### src/rtl/core/tsh_pkg.sv
package tsh_pkg;

	localparam int AddrW     = 32;
	localparam int PortW     = 16;
	localparam int WordW     = 32;
	localparam int IdxW      = 4;
	localparam int CfgIdxW   = 8;
	localparam int CfgDataW  = 32;
	localparam int SumW      = 19;
	localparam int HdrWords  = 10;
	localparam int QueueDepthDefault = 2;

	// register indexes
	localparam logic [CfgIdxW-1:0] CfgSourceAddr = 8'd0;
	localparam logic [CfgIdxW-1:0] CfgSourcePort = 8'd1;

	localparam logic [AddrW-1:0] SourceAddrReset = 32'h0000_0000;
	localparam logic [PortW-1:0] SourcePortReset = 16'd64321;

	// fixed header words
	localparam logic [WordW-1:0] Word0Fixed = 32'h4500_0028; // ver 4, ihl 5, len 40
	localparam logic [WordW-1:0] Word2Fixed = 32'hFF06_0000; // ttl 255, proto 6, csum 0
	localparam logic [PortW-1:0] OffsFlags  = 16'h5002;      // doff 5, SYN
	localparam logic [PortW-1:0] TcpWindow  = 16'hFFFF;
	localparam logic [WordW-1:0] Word8Fixed = {OffsFlags, TcpWindow};

	// proto 6 + tcp length 20 + offs/flags + window, folded into the sum
	localparam logic [SumW-1:0] SumConst = 19'h1501B;

	localparam logic [IdxW-1:0] LastIdx = 4'd9;

	typedef struct packed {
		logic [AddrW-1:0] source_addr;
		logic [AddrW-1:0] dest_addr;
		logic [PortW-1:0] source_port;
		logic [PortW-1:0] dest_port;
		logic [PortW-1:0] csum;
	} desc_t;

	typedef struct packed {
		logic push;
	} q_wr_t;

	typedef struct packed {
		logic empty;
	} q_rd_t;

	function automatic logic [WordW-1:0] build_word(desc_t d, logic [IdxW-1:0] idx);
		logic [WordW-1:0] w;
		unique case (idx)
			4'd0:    w = Word0Fixed;
			4'd1:    w = '0;
			4'd2:    w = Word2Fixed;
			4'd3:    w = d.source_addr;
			4'd4:    w = d.dest_addr;
			4'd5:    w = {d.source_port, d.dest_port};
			4'd6:    w = '0;
			4'd7:    w = '0;
			4'd8:    w = Word8Fixed;
			4'd9:    w = {d.csum, 16'h0000};
			default: w = '0;
		endcase
		return w;
	endfunction

endpackage

### src/rtl/core/tsh_if.sv
interface tsh_probe_if;
	logic                     valid;
	logic                     ready;
	logic [tsh_pkg::AddrW-1:0] dest_addr;
	logic [tsh_pkg::PortW-1:0] dest_port;

	modport source (output valid, dest_addr, dest_port, input ready);
	modport sink   (input valid, dest_addr, dest_port, output ready);
endinterface

interface tsh_hdr_if;
	logic                     valid;
	logic                     ready;
	logic [tsh_pkg::IdxW-1:0]  word_index;
	logic [tsh_pkg::WordW-1:0] header_word;
	logic                     last;

	modport source (output valid, word_index, header_word, last, input ready);
	modport sink   (input valid, word_index, header_word, last, output ready);
endinterface

interface tsh_cfg_if;
	logic                        valid;
	logic                        ready;
	logic [tsh_pkg::CfgIdxW-1:0]  index;
	logic [tsh_pkg::CfgDataW-1:0] data;

	modport source (output valid, index, data, input ready);
	modport sink   (input valid, index, data, output ready);
endinterface

### src/rtl/core/tsh_front.sv
module tsh_front (
	input  logic          clk,
	input  logic          arst_n,
	tsh_cfg_if.sink       cfg,
	tsh_probe_if.sink     probe,
	output tsh_pkg::desc_t q_data,
	output logic          q_push,
	input  logic          q_full
);
	import tsh_pkg::*;

	logic [AddrW-1:0] source_addr_q;
	logic [PortW-1:0] source_port_q;

	logic             valid_s1;
	logic [AddrW-1:0] saddr_s1;
	logic [AddrW-1:0] daddr_s1;
	logic [PortW-1:0] sport_s1;
	logic [PortW-1:0] dport_s1;
	logic [SumW-1:0]  psum_s1;

	logic             accept;
	logic [SumW-1:0]  psum;
	logic [16:0]      fold1;
	logic [15:0]      fold2;

	assign cfg.ready = 1'b1;

	always_ff @(posedge clk or negedge arst_n) begin
		if (!arst_n) begin
			source_addr_q <= SourceAddrReset;
			source_port_q <= SourcePortReset;
		end else if (cfg.valid) begin
			if (cfg.index == CfgSourceAddr) begin
				source_addr_q <= cfg.data;
			end else if (cfg.index == CfgSourcePort) begin
				source_port_q <= cfg.data[PortW-1:0];
			end
		end
	end

	assign probe.ready = !valid_s1 || !q_full;
	assign accept      = probe.valid && probe.ready;
	assign q_push      = valid_s1 && !q_full;

	// pseudo header + tcp header partial sum, 16-bit words
	assign psum = SumConst
		+ SumW'(source_addr_q[31:16]) + SumW'(source_addr_q[15:0])
		+ SumW'(probe.dest_addr[31:16]) + SumW'(probe.dest_addr[15:0])
		+ SumW'(source_port_q) + SumW'(probe.dest_port);

	always_ff @(posedge clk or negedge arst_n) begin
		if (!arst_n) begin
			valid_s1 <= 1'b0;
		end else if (accept) begin
			valid_s1 <= 1'b1;
		end else if (q_push) begin
			valid_s1 <= 1'b0;
		end
	end

	always_ff @(posedge clk) begin
		if (accept) begin
			saddr_s1 <= source_addr_q;
			sport_s1 <= source_port_q;
			daddr_s1 <= probe.dest_addr;
			dport_s1 <= probe.dest_port;
			psum_s1  <= psum;
		end
	end

	// end-around carry, twice; the second add cannot carry out
	assign fold1 = 17'(psum_s1[15:0]) + 17'(psum_s1[SumW-1:16]);
	assign fold2 = fold1[15:0] + 16'(fold1[16]);

	always_comb begin
		q_data.source_addr = saddr_s1;
		q_data.dest_addr   = daddr_s1;
		q_data.source_port = sport_s1;
		q_data.dest_port   = dport_s1;
		q_data.csum        = ~fold2;
	end

endmodule

### src/rtl/core/tsh_queue.sv
module tsh_queue #(
	parameter int DEPTH = tsh_pkg::QueueDepthDefault
) (
	input  logic           clk,
	input  logic           arst_n,
	input  tsh_pkg::desc_t wr_data,
	input  tsh_pkg::q_wr_t wr,
	output logic           full,
	output tsh_pkg::desc_t rd_data,
	input  logic           pop,
	output tsh_pkg::q_rd_t rd
);
	import tsh_pkg::*;

	localparam int PtrW = (DEPTH > 1) ? $clog2(DEPTH) : 1;
	localparam int CntW = $clog2(DEPTH + 1);
	localparam logic [PtrW-1:0] PtrLast = PtrW'(DEPTH - 1);
	localparam logic [CntW-1:0] CntFull = CntW'(DEPTH);

	desc_t           mem_q [DEPTH];
	logic [PtrW-1:0] wr_ptr_q;
	logic [PtrW-1:0] rd_ptr_q;
	logic [CntW-1:0] count_q;
	logic            do_push;
	logic            do_pop;

	assign full     = (count_q == CntFull);
	assign rd.empty = (count_q == '0);
	assign do_push  = wr.push && !full;
	assign do_pop   = pop && !rd.empty;
	assign rd_data  = mem_q[rd_ptr_q];

	always_ff @(posedge clk) begin
		if (do_push) begin
			mem_q[wr_ptr_q] <= wr_data;
		end
	end

	always_ff @(posedge clk or negedge arst_n) begin
		if (!arst_n) begin
			wr_ptr_q <= '0;
			rd_ptr_q <= '0;
			count_q  <= '0;
		end else begin
			if (do_push) begin
				wr_ptr_q <= (wr_ptr_q == PtrLast) ? '0 : wr_ptr_q + 1'b1;
			end
			if (do_pop) begin
				rd_ptr_q <= (rd_ptr_q == PtrLast) ? '0 : rd_ptr_q + 1'b1;
			end
			if (do_push && !do_pop) begin
				count_q <= count_q + 1'b1;
			end else if (do_pop && !do_push) begin
				count_q <= count_q - 1'b1;
			end
		end
	end

endmodule

### src/rtl/core/tsh_back.sv
module tsh_back (
	input  logic           clk,
	input  logic           arst_n,
	input  tsh_pkg::desc_t q_data,
	input  tsh_pkg::q_rd_t q_rd,
	output logic           q_pop,
	tsh_hdr_if.source      hdr
);
	import tsh_pkg::*;

	logic [IdxW-1:0]  idx_q;
	logic             out_valid_q;
	logic [IdxW-1:0]  out_index_q;
	logic [WordW-1:0] out_word_q;
	logic             out_last_q;
	logic             load;

	// output slot free or draining this cycle, and a header is waiting
	assign load  = (!out_valid_q || hdr.ready) && !q_rd.empty;
	assign q_pop = load && (idx_q == LastIdx);

	always_ff @(posedge clk or negedge arst_n) begin
		if (!arst_n) begin
			idx_q       <= '0;
			out_valid_q <= 1'b0;
		end else begin
			if (load) begin
				idx_q <= (idx_q == LastIdx) ? '0 : idx_q + 1'b1;
			end
			if (load) begin
				out_valid_q <= 1'b1;
			end else if (hdr.ready) begin
				out_valid_q <= 1'b0;
			end
		end
	end

	always_ff @(posedge clk) begin
		if (load) begin
			out_index_q <= idx_q;
			out_word_q  <= build_word(q_data, idx_q);
			out_last_q  <= (idx_q == LastIdx);
		end
	end

	assign hdr.valid       = out_valid_q;
	assign hdr.word_index  = out_index_q;
	assign hdr.header_word = out_word_q;
	assign hdr.last        = out_last_q;

endmodule

### src/rtl/core/tcp_syn_header_builder.sv
// TCP SYN header builder. Each probe transaction (dest_addr, dest_port) yields the
// 40-byte IPv4 + TCP SYN header as ten 32-bit big-endian words on the hdr channel,
// word_index 0..9, last set on word 9. Source address and port come from the cfg
// channel (index 0: source_addr, index 1: source_port, others ignored); write them
// only while no header is in flight. The TCP checksum covers the pseudo header and
// TCP header; the IP header checksum is sent as zero. The output carries one 32-bit
// word per cycle while hdr.ready is high, and queued headers stream back-to-back
// with no gap. After a probe is accepted, its descriptor passes through the checksum
// stage, then the queue, then the output register, which offers word 0. The probe
// side keeps accepting while the output stalls, until the checksum stage and the
// QUEUE_DEPTH-entry queue fill.
module tcp_syn_header_builder #(
	parameter int QUEUE_DEPTH = tsh_pkg::QueueDepthDefault
) (
	input  logic      clk,
	input  logic      arst_n,
	tsh_cfg_if.sink   cfg,
	tsh_probe_if.sink probe,
	tsh_hdr_if.source hdr
);
	import tsh_pkg::*;

	desc_t front_desc;
	desc_t queue_desc;
	q_wr_t q_wr;
	q_rd_t q_rd;
	logic  q_push;
	logic  q_full;
	logic  q_pop;

	assign q_wr.push = q_push;

	// front: config registers, probe intake, checksum
	tsh_front u_front (
		.clk    (clk),
		.arst_n (arst_n),
		.cfg    (cfg),
		.probe  (probe),
		.q_data (front_desc),
		.q_push (q_push),
		.q_full (q_full)
	);

	// header descriptors waiting for serialization
	tsh_queue #(
		.DEPTH (QUEUE_DEPTH)
	) u_queue (
		.clk     (clk),
		.arst_n  (arst_n),
		.wr_data (front_desc),
		.wr      (q_wr),
		.full    (q_full),
		.rd_data (queue_desc),
		.pop     (q_pop),
		.rd      (q_rd)
	);

	// back: word serializer with registered output
	tsh_back u_back (
		.clk    (clk),
		.arst_n (arst_n),
		.q_data (queue_desc),
		.q_rd   (q_rd),
		.q_pop  (q_pop),
		.hdr    (hdr)
	);

endmodule
### src/flat_wrapper.sv
// flat-port wrapper written by rule: the top's interface ports become plain ports
module tcp_syn_header_builder_flat import tsh_pkg::*;
#(
	parameter int QUEUE_DEPTH = tsh_pkg::QueueDepthDefault
)
  (clk, arst_n, cfg_valid, cfg_index, cfg_data, cfg_ready, probe_valid, probe_dest_addr, probe_dest_port, probe_ready, hdr_valid, hdr_word_index, hdr_header_word, hdr_last, hdr_ready);
  tsh_cfg_if cfg_i ();
  tsh_probe_if probe_i ();
  tsh_hdr_if hdr_i ();
  input  logic clk;
  input  logic arst_n;
  input wire logic [$bits(cfg_i.valid)-1:0] cfg_valid;
  input wire logic [$bits(cfg_i.index)-1:0] cfg_index;
  input wire logic [$bits(cfg_i.data)-1:0] cfg_data;
  output wire logic [$bits(cfg_i.ready)-1:0] cfg_ready;
  input wire logic [$bits(probe_i.valid)-1:0] probe_valid;
  input wire logic [$bits(probe_i.dest_addr)-1:0] probe_dest_addr;
  input wire logic [$bits(probe_i.dest_port)-1:0] probe_dest_port;
  output wire logic [$bits(probe_i.ready)-1:0] probe_ready;
  output wire logic [$bits(hdr_i.valid)-1:0] hdr_valid;
  output wire logic [$bits(hdr_i.word_index)-1:0] hdr_word_index;
  output wire logic [$bits(hdr_i.header_word)-1:0] hdr_header_word;
  output wire logic [$bits(hdr_i.last)-1:0] hdr_last;
  input wire logic [$bits(hdr_i.ready)-1:0] hdr_ready;
  assign cfg_i.valid = cfg_valid;
  assign cfg_i.index = cfg_index;
  assign cfg_i.data = cfg_data;
  assign cfg_ready = cfg_i.ready;
  assign probe_i.valid = probe_valid;
  assign probe_i.dest_addr = probe_dest_addr;
  assign probe_i.dest_port = probe_dest_port;
  assign probe_ready = probe_i.ready;
  assign hdr_valid = hdr_i.valid;
  assign hdr_word_index = hdr_i.word_index;
  assign hdr_header_word = hdr_i.header_word;
  assign hdr_last = hdr_i.last;
  assign hdr_i.ready = hdr_ready;
  tcp_syn_header_builder #(.QUEUE_DEPTH(QUEUE_DEPTH)) u_core (.clk(clk), .arst_n(arst_n), .cfg(cfg_i), .probe(probe_i), .hdr(hdr_i));
endmodule
### config.mk
export PLATFORM = sky130hd
export DESIGN_NAME = tcp_syn_header_builder_flat
export DESIGN_NICKNAME = d
export VERILOG_FILES = /design/src/rtl/core/tsh_pkg.sv /design/src/rtl/core/tsh_if.sv /design/src/rtl/core/tsh_front.sv /design/src/rtl/core/tsh_queue.sv /design/src/rtl/core/tsh_back.sv /design/src/rtl/core/tcp_syn_header_builder.sv /design/src/flat_wrapper.sv
export SDC_FILE = /design/constraint.sdc
export NUM_CORES = 1
export LEC_CHECK = 0
export BUFFER_PORTS_ARGS = -buffer_cell sky130_fd_sc_hd__buf_2
export CAP_MARGIN = 20
export CORE_ASPECT_RATIO = 0.9
export CORE_UTILIZATION = 45
export DETAILED_ROUTE_END_ITERATION = 12
export PLACE_DENSITY_LB_ADDON = 0.12
export RECOVER_POWER = 25
export SYNTH_ARGS = -nofsm -noshare
export SYNTH_HDL_FRONTEND = slang
export SYNTH_SLANG_ARGS = --single-unit
### constraint.sdc
create_clock -name clk -period 16.9 [get_ports clk]
set_input_delay 0.845 -clock clk [delete_from_list [all_inputs] [get_ports clk]]
set_output_delay 0.845 -clock clk [all_outputs]
set_load 0.02 [all_outputs]
### Word level (Yosys, flattened, before mapping)

Memory sizes are Yosys's and may differ from the RTL's.
Cells that the tools add are included.
W data, S select, Z words.

* register bits: 210
* bits in latches: 0
* bits in writable memories: 224
* ROM bits: 0
* input bits: 93
* output and inout bits: 40
* logic and storage cells: 76
* memories kept: 1

Memories
* u_core.u_queue.mem_q: words 2, bits a word 112, rd ports 1, clocked after memory_dff 0, write ports 1, RTL line tsh_queue.sv:20 `desc_t mem_q [DEPTH];`

* $add $sub $neg: 13
* multiply operators: 0
* div/mod/pow operators: 0
* magnitude comparators: 0
* equal/unequal tests: 8
* shift-type cells: 0
* mux-type cells: 12
* bitwise operators: 2
* reduce and logical (&&, ||, !) cells: 24

Operators with widths (number)
* $pmux W32 S7: 1
* $add A19 B16 Y19: 4
* $add A18 B16 Y19: 1
* $add A17 B16 Y18 const A: 1
* $add A16 B3 Y17: 1
* $add A16 B1 Y16: 1
* $not A16 Y16: 1
* $eq A4 B2 Y1 const B: 2
* $eq A4 B3 Y1 const B: 2
* $eq A4 B4 Y1 const B: 2
* $eq A8 B1 Y1 const B: 1
* $logic_and A1 B1 Y1: 8
* $logic_not A8 Y1: 1
* $mux W1: 8
* $logic_not A1 Y1: 6
* $reduce_bool A2 Y1: 3
* $add A4 B1 Y4 const B: 1
* $logic_not A4 Y1: 1
* $mux W2: 2
* $mux W4: 1
* $reduce_and A3 Y1: 1
* $add A1 B1 Y1 const B: 2
* $add A2 B1 Y2 const B: 1
* $eq A2 B2 Y1 const B: 1
* other kinds (5): 6

### Logic depth before layout (Yosys ltp)

Gate-level depths: netlist of the first run.

* depth in word-level cells: 8
* depth in mapped cells: 18
* gate-level depth less buffers: 18

### Modules after synthesis

A second synthesis of the first run with hierarchy kept.

* cells, all modules: 1261
* area, all modules: 19857.8 µm²

By module, submodules not included
* tsh_front: instances 1, cells an instance 684, area each 8856.0 µm², seq. area each 4690.7 µm²
* tsh_queue: instances 1, cells an instance 368, area each 8572.0 µm², seq. area each 6826.5 µm²
* tsh_back: instances 1, cells an instance 209, area each 2429.8 µm², seq. area each 1236.2 µm²

### Least setup slack after synthesis of the first run

Ideal clock, no wire load.

* path type: reg2reg
* start: register u_core.u_queue.count_q[0]
* end: memory u_core.u_queue.mem_q[0][0] in the netlist's numbering, enable pin
* library setup time: 0.584 ns
* arrival: 5.276 ns
* required time: 16.316 ns
* slack: 11.040 ns
* cell stages (with the launch flop): 4
* buffers on the path: 0
* clock period less this slack: 5.860 ns
* cells stage by stage: dfrtp_1 -> nand2b_1 -> nand2_1 -> nor2_1

* longest elaborated chain between the ends: 6

Ends and longest elaborated chain
* from (decl): RTL line tsh_queue.sv:23 `logic [CntW-1:0] count_q;`
* from (signal assigned): RTL line tsh_queue.sv:52 `count_q <= count_q + 1'b1;`
* from (signal assigned): RTL line tsh_queue.sv:54 `count_q <= count_q - 1'b1;`
* $eq A2 B2 Y1 (*): RTL line tsh_queue.sv:27 `assign full = (count_q == CntFull);`
* $logic_not A1 Y1 (*): RTL line tsh_front.sv:44, tsh_queue.sv:29
* $logic_and A1 B1 Y1: RTL line tsh_front.sv:44 `assign q_push = valid_s1 && !q_full;`
* $logic_and A1 B1 Y1 (*): RTL line tsh_queue.sv:29 `assign do_push = wr.push && !full;`
* $mux W1 (*): RTL line tsh_queue.sv:34 `if (do_push) begin`
* $mux W1 (implied by the code) (*): RTL line tsh_queue.sv:35 `mem_q[wr_ptr_q] <= wr_data;`
* to (decl): RTL line tsh_queue.sv:20

Mark *: on every way between the ends. The rest lies on a longest branch, timed or not.

### Final worst setup path of the first run

* start: input port probe_dest_addr[17]
* end: register u_core.u_front.psum_s1[17] (data pin)

* longest elaborated chain between the ends: 4

Ends and longest elaborated chain
* from (decl): RTL line flat_wrapper.sv:17 `input wire logic [$bits(probe_i.dest_addr)-1:0] probe_dest_addr;`
* $add A19 B16 Y19 (2 in series): RTL line tsh_front.sv:49 `+ SumW'(probe.dest_addr[31:16]) + SumW'(probe.dest_addr[15:0])`
* $add A19 B16 Y19 (2 in series): RTL line tsh_front.sv:50 `+ SumW'(source_port_q) + SumW'(probe.dest_port);`
* via u_core.u_front.psum[17]: RTL line tsh_front.sv:23 `logic [SumW-1:0] psum;`
* to (signal assigned): RTL line tsh_front.sv:68 `psum_s1 <= psum;`
* to (decl): RTL line tsh_front.sv:20 `logic [SumW-1:0] psum_s1;`

The timed path passes the listed nets, and every way through them passes these cells.
A chain may end at the register's enable or synchronous reset.

==> out/metrics.csv, run 1 <==
stage,metric,value,unit
power,p_sw,0.001309,W
setup_path,max_stage_delay,0.67,ns
yosys,netlist_instances,1234,
timing,worstMarginPinSlew,1.085,ns
worst_hold_path,worstHoldPathCells,0,
yosys,synth_top_cell_by_area,edfxtp_1,
yosys,ys.flop_type,edfxtp_1,
clock_tree,cts_sinks,434,
route,ant_nets,0,
worst_hold_path,hp-start,u_core.u_front.saddr_s1[18],
timing,skew,0.01469,ns
global_routing,grt_overflow,0,
setup_path,cp-start-kind,primary input,
clock_tree,cts_tree,yes,
timing,tns,0,ns
route,via_per_inst,5.252,
route,avgRoutedWirePerCell,21.01,um
finish,seq_area,12750,sq um
setup_path,cp_cell_sequence,clkbuf_1 -> fa_1 -> inv_1 -> fa_1 -> fa_1 -> inv_1 -> ha_1 -> ha_1 -> inv_1 -> fa_1 -> nor2b_1 -> o21ai_0 -> a21bo_2 -> a2111oi_0 -> o31ai_1 -> o21ai_0 -> xor2_1,
global_routing,antenna_found_initial,1,
yosys,synth_nets,1434,
yosys,synth_common_cells,"376 x edfxtp_1, 167 x inv_1, 76 x nand2_1, 63 x fa_1, 49 x dfrtp_1",
yosys,ys_ff_latch,434,
route,drt_first_pass_iters,7,
clock_tree,cts_resized,0,
power,p_comb_share,30.6,%
finish,area_growth,14.49,%
setup_path,ff2ff_setup_slack,12.11,ns
global_routing,grt_pass1_wl,62730,um
setup_path,crit_fanout,3,
setup_path,worst_setup_path_end_kind,flip-flop,
timing,finalHoldViolations,0,
yosys,synth_top_area_share,60.38,%
clock_tree,clk_latency,0.56,ns
clock_tree,htree_levels,2,
global_routing,grt_pass1_vias,10420,
job,max-cap-violations,0,
timing,fmax,207.5,MHz
timing,period_minus_slack,4.819,ns
finish,multi_input_area,5209,sq um
timing,rsz0062_at_grt,no,
global_routing,grt_max_degree,66,
route,drt_iter0_markers,805,
clock_tree,clockBufferDepth,3,
worst_hold_path,min_to,u_core.u_queue.mem_q[0][98],
power,p_leak,8.343,nW
yosys,synth.area.top_cells,"edfxtp_1 60%, fa_1 6.7%, dfrtp_1 6.6%",
clock_tree,cts_inserted_buffers,46,
yosys,async_reset_ff_share,13.36,%
power,pwr-share-seq,44.8,%
yosys,avgSynthCellArea,15.15,sq um
clock_tree,cts.clk_slew.worst_paths,0.06,ns
die,rows,70,
die,die_w,216.9,um
setup_path,crit_slowest_cell,a2111oi_0,
clock_tree,cts_setup_buffers,0,
finish,final_nets,1589,
yosys,syn_area,18700,sq um
power,swShare,33.97,%
route,vias,10320,
power,peakVddDrop,0.0001324,V
placed_design,dp_cells,1881,
finish,stdcell_count,1965,
die,die_h,195.4,um
timing,max-slew-margin-rel,27.40,%
setup_path,critical_path.most_common_cell,fa_1,
timing,finalHoldWorstSlack,0.4348,ns
setup_path,r2r-start,u_core.u_front.source_addr_q[1],
worst_hold_path,min_path_type,reg2reg,
placed_design,place.gp.congestion,0.8063,
die,initial_utilization,45.82,%
setup_path,required,17.19,ns
yosys,ys_types,67,
die,die_area,42370,sq um
clock_tree,root_buffer,clkbuf_16,
finish,drive_above_1_share,17.05,%
clock_tree,cts_hold_buf,0,
placed_design,dp_hpwl,27490,um
yosys,yosysWarnings,0,
setup_path,crit_arrival,5.11,ns
setup_path,path_class,in2reg,
timing,fin_crit_sh,28.51,%
placed_design,io_buffer_count,131,
setup_path,critPathTopFamily,adder cells,
route,totalWireLength,41290,um
finish,diodes,0,
die,fp.coreArea,40810,sq um
setup_path,critPathBufInv,4,
global_routing,grt_usage,20.06,%
run_status,status,"finished, final reports clean",
timing,drv_slew,0,
die,io-pin-count,133,
yosys,synth.most_common_cell,edfxtp_1,
yosys,synth_edf_count,376,
power,power.internal,0.002546,W
setup_path,reg2reg_to,u_core.u_front.psum_s1[17],
power,p_per_area,180.1,nW/um^2
finish,fillers,3539,
setup_path,r2r.worst_path.cells,16,
route,drc,0,
timing,setup_viol,0,
power,clkPwrFrac,24.6,%
yosys,yosysSeqAreaShare,68.20,%
[sequential cells by signal, summed over array words and instances, names as in the netlist]
signal                         cells
u_core.u_front.source_addr_q      32
u_core.u_front.psum_s1            19
u_core.u_queue.wr_ptr_q            1
u_core.u_queue.count_q             2
u_core.u_front.valid_s1            1
u_core.u_back.idx_q                4
u_core.u_front.saddr_s1           32
u_core.u_queue.mem_q             224
u_core.u_back.hdr.last             1
u_core.u_queue.rd_ptr_q            1
u_core.u_back.hdr.word_index       4
u_core.u_front.dport_s1           16
u_core.u_front.sport_s1           16
u_core.u_back.hdr.valid            1
u_core.u_back.hdr.header_word     32
u_core.u_front.source_port_q      16
u_core.u_front.daddr_s1           32
[final cells by class]
cell class                 instances  area share, %
sequential                       434          59.58
tap                              540          3.156
clock buffer                      59          5.751
clock inverter                    25         0.8474
inverter                         168          2.945
multi-input combinational        592          24.33
timing repair buffer             147          3.395
[worst max-delay path by stage]
stage                                    start                    endpoint  slack, ns  cells after the start
6_report                   probe_dest_addr[17]  u_core.u_front.psum_s1[17]      12.08                     17
3_3_place_gp               probe_dest_addr[17]  u_core.u_front.psum_s1[15]      11.59                     17
4_1_cts                    probe_dest_addr[17]  u_core.u_front.psum_s1[17]      12.13                     17
5_1_grt        u_core.u_front.source_addr_q[1]  u_core.u_front.psum_s1[17]      11.76                     16
3_5_place_dp               probe_dest_addr[17]  u_core.u_front.psum_s1[15]      11.58                     17
2_1_floorplan        u_core.u_queue.count_q[0]  u_core.u_queue.mem_q[0][0]      11.04                      3
[routing by layer]
| metal | up-vias | GRT usage, % | routed length (um) |
|---|---|---|---|
| met4 | 0 | 5.634 | 868 |
| met2 | 231 | 32.17 | 19750 |
| met5 | - | 0 | 0 |
| met3 | 62 | 3.131 | 1696 |
| li1 | 4808 | - | - |
| met1 | 5220 | 28.51 | 18980 |
[metrics by stage]
| step | worst slack [ns] | area, sq um | utilization [%] | power (W) |
|---|---|---|---|---|
| floorplan | 11.04 | 18700 | - | 0.002550 |
| global placement | 11.59 | 20050 | 49.11 | 0.002928 |
| detailed placement | 11.58 | 20050 | 49.11 | 0.002942 |
| CTS | 12.13 | 21460 | 52.58 | 0.003903 |
| global route | 11.76 | 21410 | 52.46 | 0.004090 |
| finish | 12.08 | 21410 | 52.46 | 0.003855 |
[cell families (layout without fill, tap and decap cells)]
logic type	Yosys count	in the layout	share of synthesized area [%]
fa+ha+maj	107	107	9.689
flops	434	434	68.20
other cells	1	1	0.02005
compound gates	201	201	7.728
buf+inv	208	399	4.209
mux	60	60	3.479
xor+xnor	43	43	2.014
simple gates	180	180	4.657
[power by group through the flow]
stage	clock network [W]	registers [W]	logic [W]
floorplan	0	0.00177	0.000779
global placement	0	0.00174	0.00119
detailed placement	0	0.00175	0.00120
CTS	0.000970	0.00173	0.00120
global route	0.00101	0.00176	0.00132
finish	0.000948	0.00173	0.00118
[layout by cell type (no fill, tap or decap), types with 16 or more instances in the layout]
master,netlist,layout
buf_4,1,16
nand2_1,76,76
xnor2_1,24,24
edfxtp_1,376,376
buf_2,2,92
clkbuf_16,0,47
o21ai_0,32,32
dfrtp_1,49,48
inv_1,167,167
xor2_1,19,19
a222oi_1,17,17
mux2_2,40,40
a22oi_1,35,35
a21oi_1,33,32
mux2i_1,20,20
clkbuf_1,29,50
ha_1,44,44
fa_1,63,63
nor2_1,38,34
(Power assumes the default switching activity.)
==> run 2, diff against run 1 <==
- clock period: 16.9 -> 4 ns (I/O delays scaled with it)
==> out/metrics.csv, run 2 (synthesis results as in run 1) <==
stage,metric,value,unit,change
global_routing,antenna_found_initial,0,,-1
route,drt_first_pass_iters,5,,-2
power,peakVddDrop,0.001119,V,+750%
die,die_area,42370,sq um,unchanged
clock_tree,cts.clk_slew.worst_paths,0.06,ns,about the same
route,via_per_inst,5.213,,-0.74%
run_status,status,"finished, violations left",,
clock_tree,root_buffer,clkbuf_16,,
finish,final_common_cell,edfxtp_1,,
route,vias,11070,,+7.2%
global_routing,grt_pass1_wl,66110,um,+5.4%
setup_path,worst_setup_path_end_kind,flip-flop,,
timing,drv_slew,24,,+24
placed_design,io_buffer_count,131,,unchanged
finish,area_growth,24.54,%,
timing,fin_crit_sh,106.4,%,
finish,layout_common_cells,"376 x edfxtp_1, 151 x inv_1, 89 x buf_2",,
route,drc,0,,unchanged
placed_design,dpl_worst_slack,-0.3207,ns,-11.90 ns
finish,largest_reg_flops,224,,unchanged
timing,max-slew-margin-rel,-3.563,%,-31 points
timing,worstMarginPinSlew,1.553,ns,+0.4680 ns
clock_tree,cts_inserted_buffers,45,,-2.2%
die,rows,70,,unchanged
timing,skew,0.02804,ns,+0.01336 ns
global_routing,grt_usage,21.23,%,+1.2 points
worst_hold_path,min_path_type,in2reg,,
die,die_h,195.4,um,unchanged
setup_path,crit_start,u_core.u_front.source_addr_q[1],,
clock_tree,cts_sinks,434,,unchanged
finish,diodes,0,,unchanged
die,io-pin-count,133,,unchanged
timing,finalHoldViolations,0,,unchanged
setup_path,r2r-start,u_core.u_front.source_addr_q[1],,
timing,rsz0062_at_grt,yes,,
global_routing,grt_overflow,0,,unchanged
timing,fmax,234.9,MHz,
finish,regMostFlops,u_core.u_queue.mem_q,,
finish,drive_above_1_share,23.31,%,+6.3 points
die,fp.coreArea,40810,sq um,unchanged
timing,setup_viol,5,,+5
clock_tree,clockBufferDepth,3,,unchanged
job,max-cap-violations,1,,+1
timing,finalHoldWorstSlack,0.3442,ns,-0.09059 ns
timing,period_minus_slack,4.257,ns,
clock_tree,clk_latency,0.58,ns,+0.02 ns
placed_design,place.gp.congestion,0.8499,,+5.4%
run_status,violations,"capacitance limit, slew limit, setup timing",,
placed_design,dp_cells,1946,,+3.5%
setup_path,crit_fanout,2,,-1
setup_path,required,4.31,ns,-12.88 ns
placed_design,placed_cell_area,20650,sq um,+3.0%
route,ant_nets,0,,unchanged
route,drt_iter0_markers,661,,-18%
power,p_per_area,756.4,nW/um^2,+320%
route,avgRoutedWirePerCell,20.62,um,-1.8%
finish,final_area,23290,sq um,+8.8%
finish,stdcell_count,2123,,+8.0%
placed_design,dp_hpwl,28800,um,+4.8%
route,totalWireLength,43790,um,+6.0%
global_routing,grt_max_degree,113,,+71%
die,initial_utilization,45.82,%,unchanged
power,p_leak,9.081,nW,+8.8%
setup_path,path_class,reg2reg,,
clock_tree,htree_levels,2,,unchanged
setup_path,crit_arrival,4.57,ns,-0.54 ns
die,die_w,216.9,um,unchanged
finish,final_nets,1748,,+10%
timing,setup_ws,-0.2574,ns,-12.34 ns
global_routing,grt_pass1_vias,11440,,+9.8%
worst_hold_path,hp-start,cfg_index[0],,
clock_tree,cts_tree,yes,,
setup_path,cp-start-kind,flip-flop,,
## run 2: final timing paths
| path | depth (start not counted) | to | slack [ns] |
|---|---|---|---|
| worst min-delay path | 4 | u_core.u_front.source_port_q[0] | 0.34 |
| min in group asynchronous | 2 | u_core.u_back.hdr.valid | 0.54 |
| worst min register to register | 0 | u_core.u_queue.mem_q[1][96] | 0.44 |
| max in group asynchronous | 3 | u_core.u_front.source_addr_q[23] | 2.07 |
| worst max register to register | 16 | u_core.u_front.psum_s1[15] | -0.26 |
| worst max-delay path | 16 | u_core.u_front.psum_s1[15] | -0.26 |
## run 2: cell type report
type / instances / area (sq um)
multi-input combinational: 592 / 5597
sequential: 434 / 12750
inverter: 168 / 630.6
fill: 3359 / 17530
clock buffer: 69 / 1279
timing repair buffer: 307 / 2177
clock inverter: 13 / 173.9
tap: 540 / 675.6
## run 2: power breakdown
part / switching [W] / leakage, nW / total [W] / internal [W]
Sequential: 0.000571 / 4.21 / 0.00727 / 0.00670
Combinational: 0.00370 / 4.18 / 0.00622 / 0.00252
Clock: 0.00167 / 0.694 / 0.00413 / 0.00246
## run 2: through the flow
stage               total power [W]  util (%)  setup TNS, ns
floorplan                   0.01091         -        -0.1101
global placement            0.01293     50.59         -1.440
detailed placement          0.01302     50.59         -1.900
CTS                         0.01730     56.28         -1.545
global route                0.01865     57.06         -2.387
finish                      0.01761     57.06        -0.9724
## run 2: routing by layer
layer,vias up,GRT usage [%],routed length (um)
li1,5126,-,-
met3,86,3.863,2302
met2,301,34.56,21120
met4,0,7.955,1385
met1,5555,28.50,18970
met5,-,0,0
## run 2: critical path, cell delays in order (launching register included)
cell       delay (ns)
dfrtp_1          0.39
fa_1             0.53
inv_2            0.04
fa_1             0.46
fa_1             0.57
inv_2            0.05
ha_4             0.27
ha_4             0.13
inv_2            0.04
fa_2             0.34
nor2b_1          0.12
o21ai_1          0.10
a21bo_2          0.24
a2111oi_4        0.34
or2_4            0.20
o41ai_4          0.07
xnor2_1          0.13
## run 2: what timing repair did
action                                  4_1_cts  5_1_grt
endpoints found under the hold margin       117        0
hold buffers                                 83        0
setup buffers                                 3       11
gates cloned                                  0        0
resized for setup                             6       56
endpoints found under the setup margin        8       22
pin swaps                                     4       36
==> run 3, diff against run 2 <==
- MAX_ROUTING_LAYER: unset -> met4
==> out/metrics.csv, run 3 (synthesis results as in run 1) <==
stage,metric,value,unit,change
route,highest_layer,met4,,
die,fp.coreArea,40810,sq um,unchanged
setup_path,crit_arrival,4.57,ns,about the same
placed_design,dp_hpwl,28800,um,unchanged
finish,drive_above_1_share,23.31,%,unchanged
timing,tns,-0.9809,ns,-0.008586 ns
route,drc,0,,unchanged
timing,max-slew-margin-rel,-3.384,%,+0.18 points
timing,setup_viol,5,,unchanged
finish,final_nets,1748,,unchanged
power,p_sw,0.005938,W,about the same
die,die_h,195.4,um,unchanged
power,power.internal,0.01167,W,about the same
run_status,status,"finished, violations left",,
power,p_comb_share,35.3,%,about the same
finish,layout_common_cells,"376 x edfxtp_1, 151 x inv_1, 89 x buf_2",,
route,totalWireLength,43880,um,+0.22%
finish,area_growth,24.54,%,unchanged
global_routing,grt_pass1_wl,66140,um,about the same
run_status,violations,"capacitance limit, slew limit, setup timing",,
finish,diodes,0,,unchanged
setup_path,cp-start-kind,flip-flop,,
placed_design,io_buffer_count,131,,unchanged
finish,regMostFlops,u_core.u_queue.mem_q,,
clock_tree,clockBufferDepth,3,,unchanged
timing,period_minus_slack,4.260,ns,+0.003111 ns
timing,finalHoldViolations,0,,unchanged
global_routing,grt_pass1_vias,11450,,+0.026%
route,drt_first_pass_iters,8,,+3
clock_tree,root_buffer,clkbuf_16,,
placed_design,place.gp.congestion,0.8634,,+1.6%
clock_tree,clk_latency,0.58,ns,about the same
die,rows,70,,unchanged
power,p_per_area,756.3,nW/um^2,about the same
global_routing,grt_usage,21.88,%,+0.66 points
setup_path,worst_setup_path_end_kind,flip-flop,,
route,avgRoutedWirePerCell,20.67,um,+0.22%
setup_path,required,4.31,ns,about the same
setup_path,path_class,reg2reg,,
power,p_leak,9.081,nW,unchanged
power,clkPwrFrac,23.4,%,about the same
timing,setup_ws,-0.2605,ns,-0.003111 ns
worst_hold_path,min_path_type,in2reg,,
timing,worstMarginPinSlew,1.551,ns,-0.002679 ns
die,die_w,216.9,um,unchanged
die,io-pin-count,133,,unchanged
route,ant_nets,0,,unchanged
clock_tree,cts_inserted_buffers,45,,unchanged
die,initial_utilization,45.82,%,unchanged
route,dr_wl_met3,2107,um,-8.5%
power,swShare,33.72,%,about the same
setup_path,crit_fanout,2,,unchanged
route,met1_length,19190,um,+1.2%
timing,drv_slew,24,,unchanged
timing,fmax,234.7,MHz,about the same
power,pwr-share-seq,41.3,%,about the same
timing,skew,0.02644,ns,-0.001602 ns
finish,largest_reg_flops,224,,unchanged
finish,fillers,3359,,unchanged
global_routing,grt_max_degree,113,,unchanged
clock_tree,htree_levels,2,,unchanged
route,via_per_inst,5.227,,+0.25%
route,vias,11100,,+0.25%
finish,final_common_cell,edfxtp_1,,
die,die_area,42370,sq um,unchanged
route,wl_met2,21200,um,+0.34%
timing,rsz0062_at_grt,yes,,
clock_tree,cts_tree,yes,,
power,peakVddDrop,0.001123,V,+0.36%
route,drt_iter0_markers,708,,+7.1%
clock_tree,cts.clk_slew.worst_paths,0.06,ns,about the same
timing,fin_crit_sh,106.5,%,about the same
power,finalPower,0.01761,W,about the same
clock_tree,cts_sinks,434,,unchanged
global_routing,grt_overflow,0,,unchanged
job,max-cap-violations,1,,unchanged
global_routing,antenna_found_initial,0,,unchanged
==> run 3: per-layer routing <==
metal | GRT usage (%) | vias up
li1 | - | 5122
met1 | 28.58 | 5597
met2 | 34.51 | 290
met3 | 3.801 | 87
met4 | 7.955 | 0
met5 | - | -
==> run 3: area by class of cell <==
| cell class | instances | area, sq um | share of cell area (%) |
|---|---|---|---|
| multi-input cells | 592 | 5597 | 24.03 |
| clock inverters | 13 | 173.9 | 0.7468 |
| well taps | 540 | 675.6 | 2.901 |
| repair buffers | 307 | 2177 | 9.349 |
| clock buffers | 69 | 1279 | 5.491 |
| flip-flops and latches | 434 | 12750 | 54.77 |
| inverters | 168 | 630.6 | 2.708 |
==> run 3: power groups by stage <==
stage	Combinational, W	Clock [W]	Sequential, W
global placement	0.00562	0	0.00732
finish	0.00622	0.00413	0.00727
CTS	0.00580	0.00423	0.00727
floorplan	0.00346	0	0.00745
global route	0.00686	0.00441	0.00738
detailed placement	0.00568	0	0.00735
==> run 3: worst paths after layout <==
check / from / slack, ns / depth (start not counted) / endpoint
setup / recovery: u_core.u_front.source_addr_q[1] / -0.26 / 16 / u_core.u_front.psum_s1[15]
hold / removal: cfg_index[0] / 0.35 / 4 / u_core.u_front.source_port_q[0]
setup reg to reg: u_core.u_front.source_addr_q[1] / -0.26 / 16 / u_core.u_front.psum_s1[15]
hold reg to reg: u_core.u_front.saddr_s1[16] / 0.44 / 0 / u_core.u_queue.mem_q[1][96]
max in group asynchronous: arst_n / 2.07 / 3 / u_core.u_front.source_addr_q[19]
min in group asynchronous: arst_n / 0.54 / 2 / u_core.u_back.hdr.valid
==> run 3: worst max-delay path, cell delays in order, from the launching register on <==
cell       delay, ns
dfrtp_1         0.39
fa_1            0.53
inv_2           0.04
fa_1            0.46
fa_1            0.57
inv_2           0.05
ha_4            0.27
ha_4            0.13
inv_2           0.04
fa_2            0.34
nor2b_1         0.12
o21ai_1         0.10
a21bo_2         0.24
a2111oi_4       0.34
or2_4           0.20
o41ai_4         0.07
xnor2_1         0.13
==> run 3: stage by stage <==
step           worst slack, ns  std cells  cell area (sq um)  hold WS (ns)  util (%)
6_report               -0.2605       2123              23290        0.3474     57.06
5_1_grt                -0.4560       2123              23290        0.3405     57.06
4_1_cts                -0.2499       2114              22970        0.1702     56.28
3_5_place_dp           -0.3207       1946              20650        0.2547     50.59
3_3_place_gp           -0.2376       1946              20650        0.2540     50.59
2_1_floorplan         -0.07136       1234              18770      -0.09559         -
==> run 3: repair_timing <==
| action | in CTS | in global routing |
|---|---|---|
| pin swaps | 4 | 36 |
| resized for setup | 6 | 56 |
| hold buffers | 83 | 0 |
| endpoints found under the hold margin | 117 | 0 |
| setup endpoints to repair | 8 | 22 |
| setup buffers | 3 | 11 |
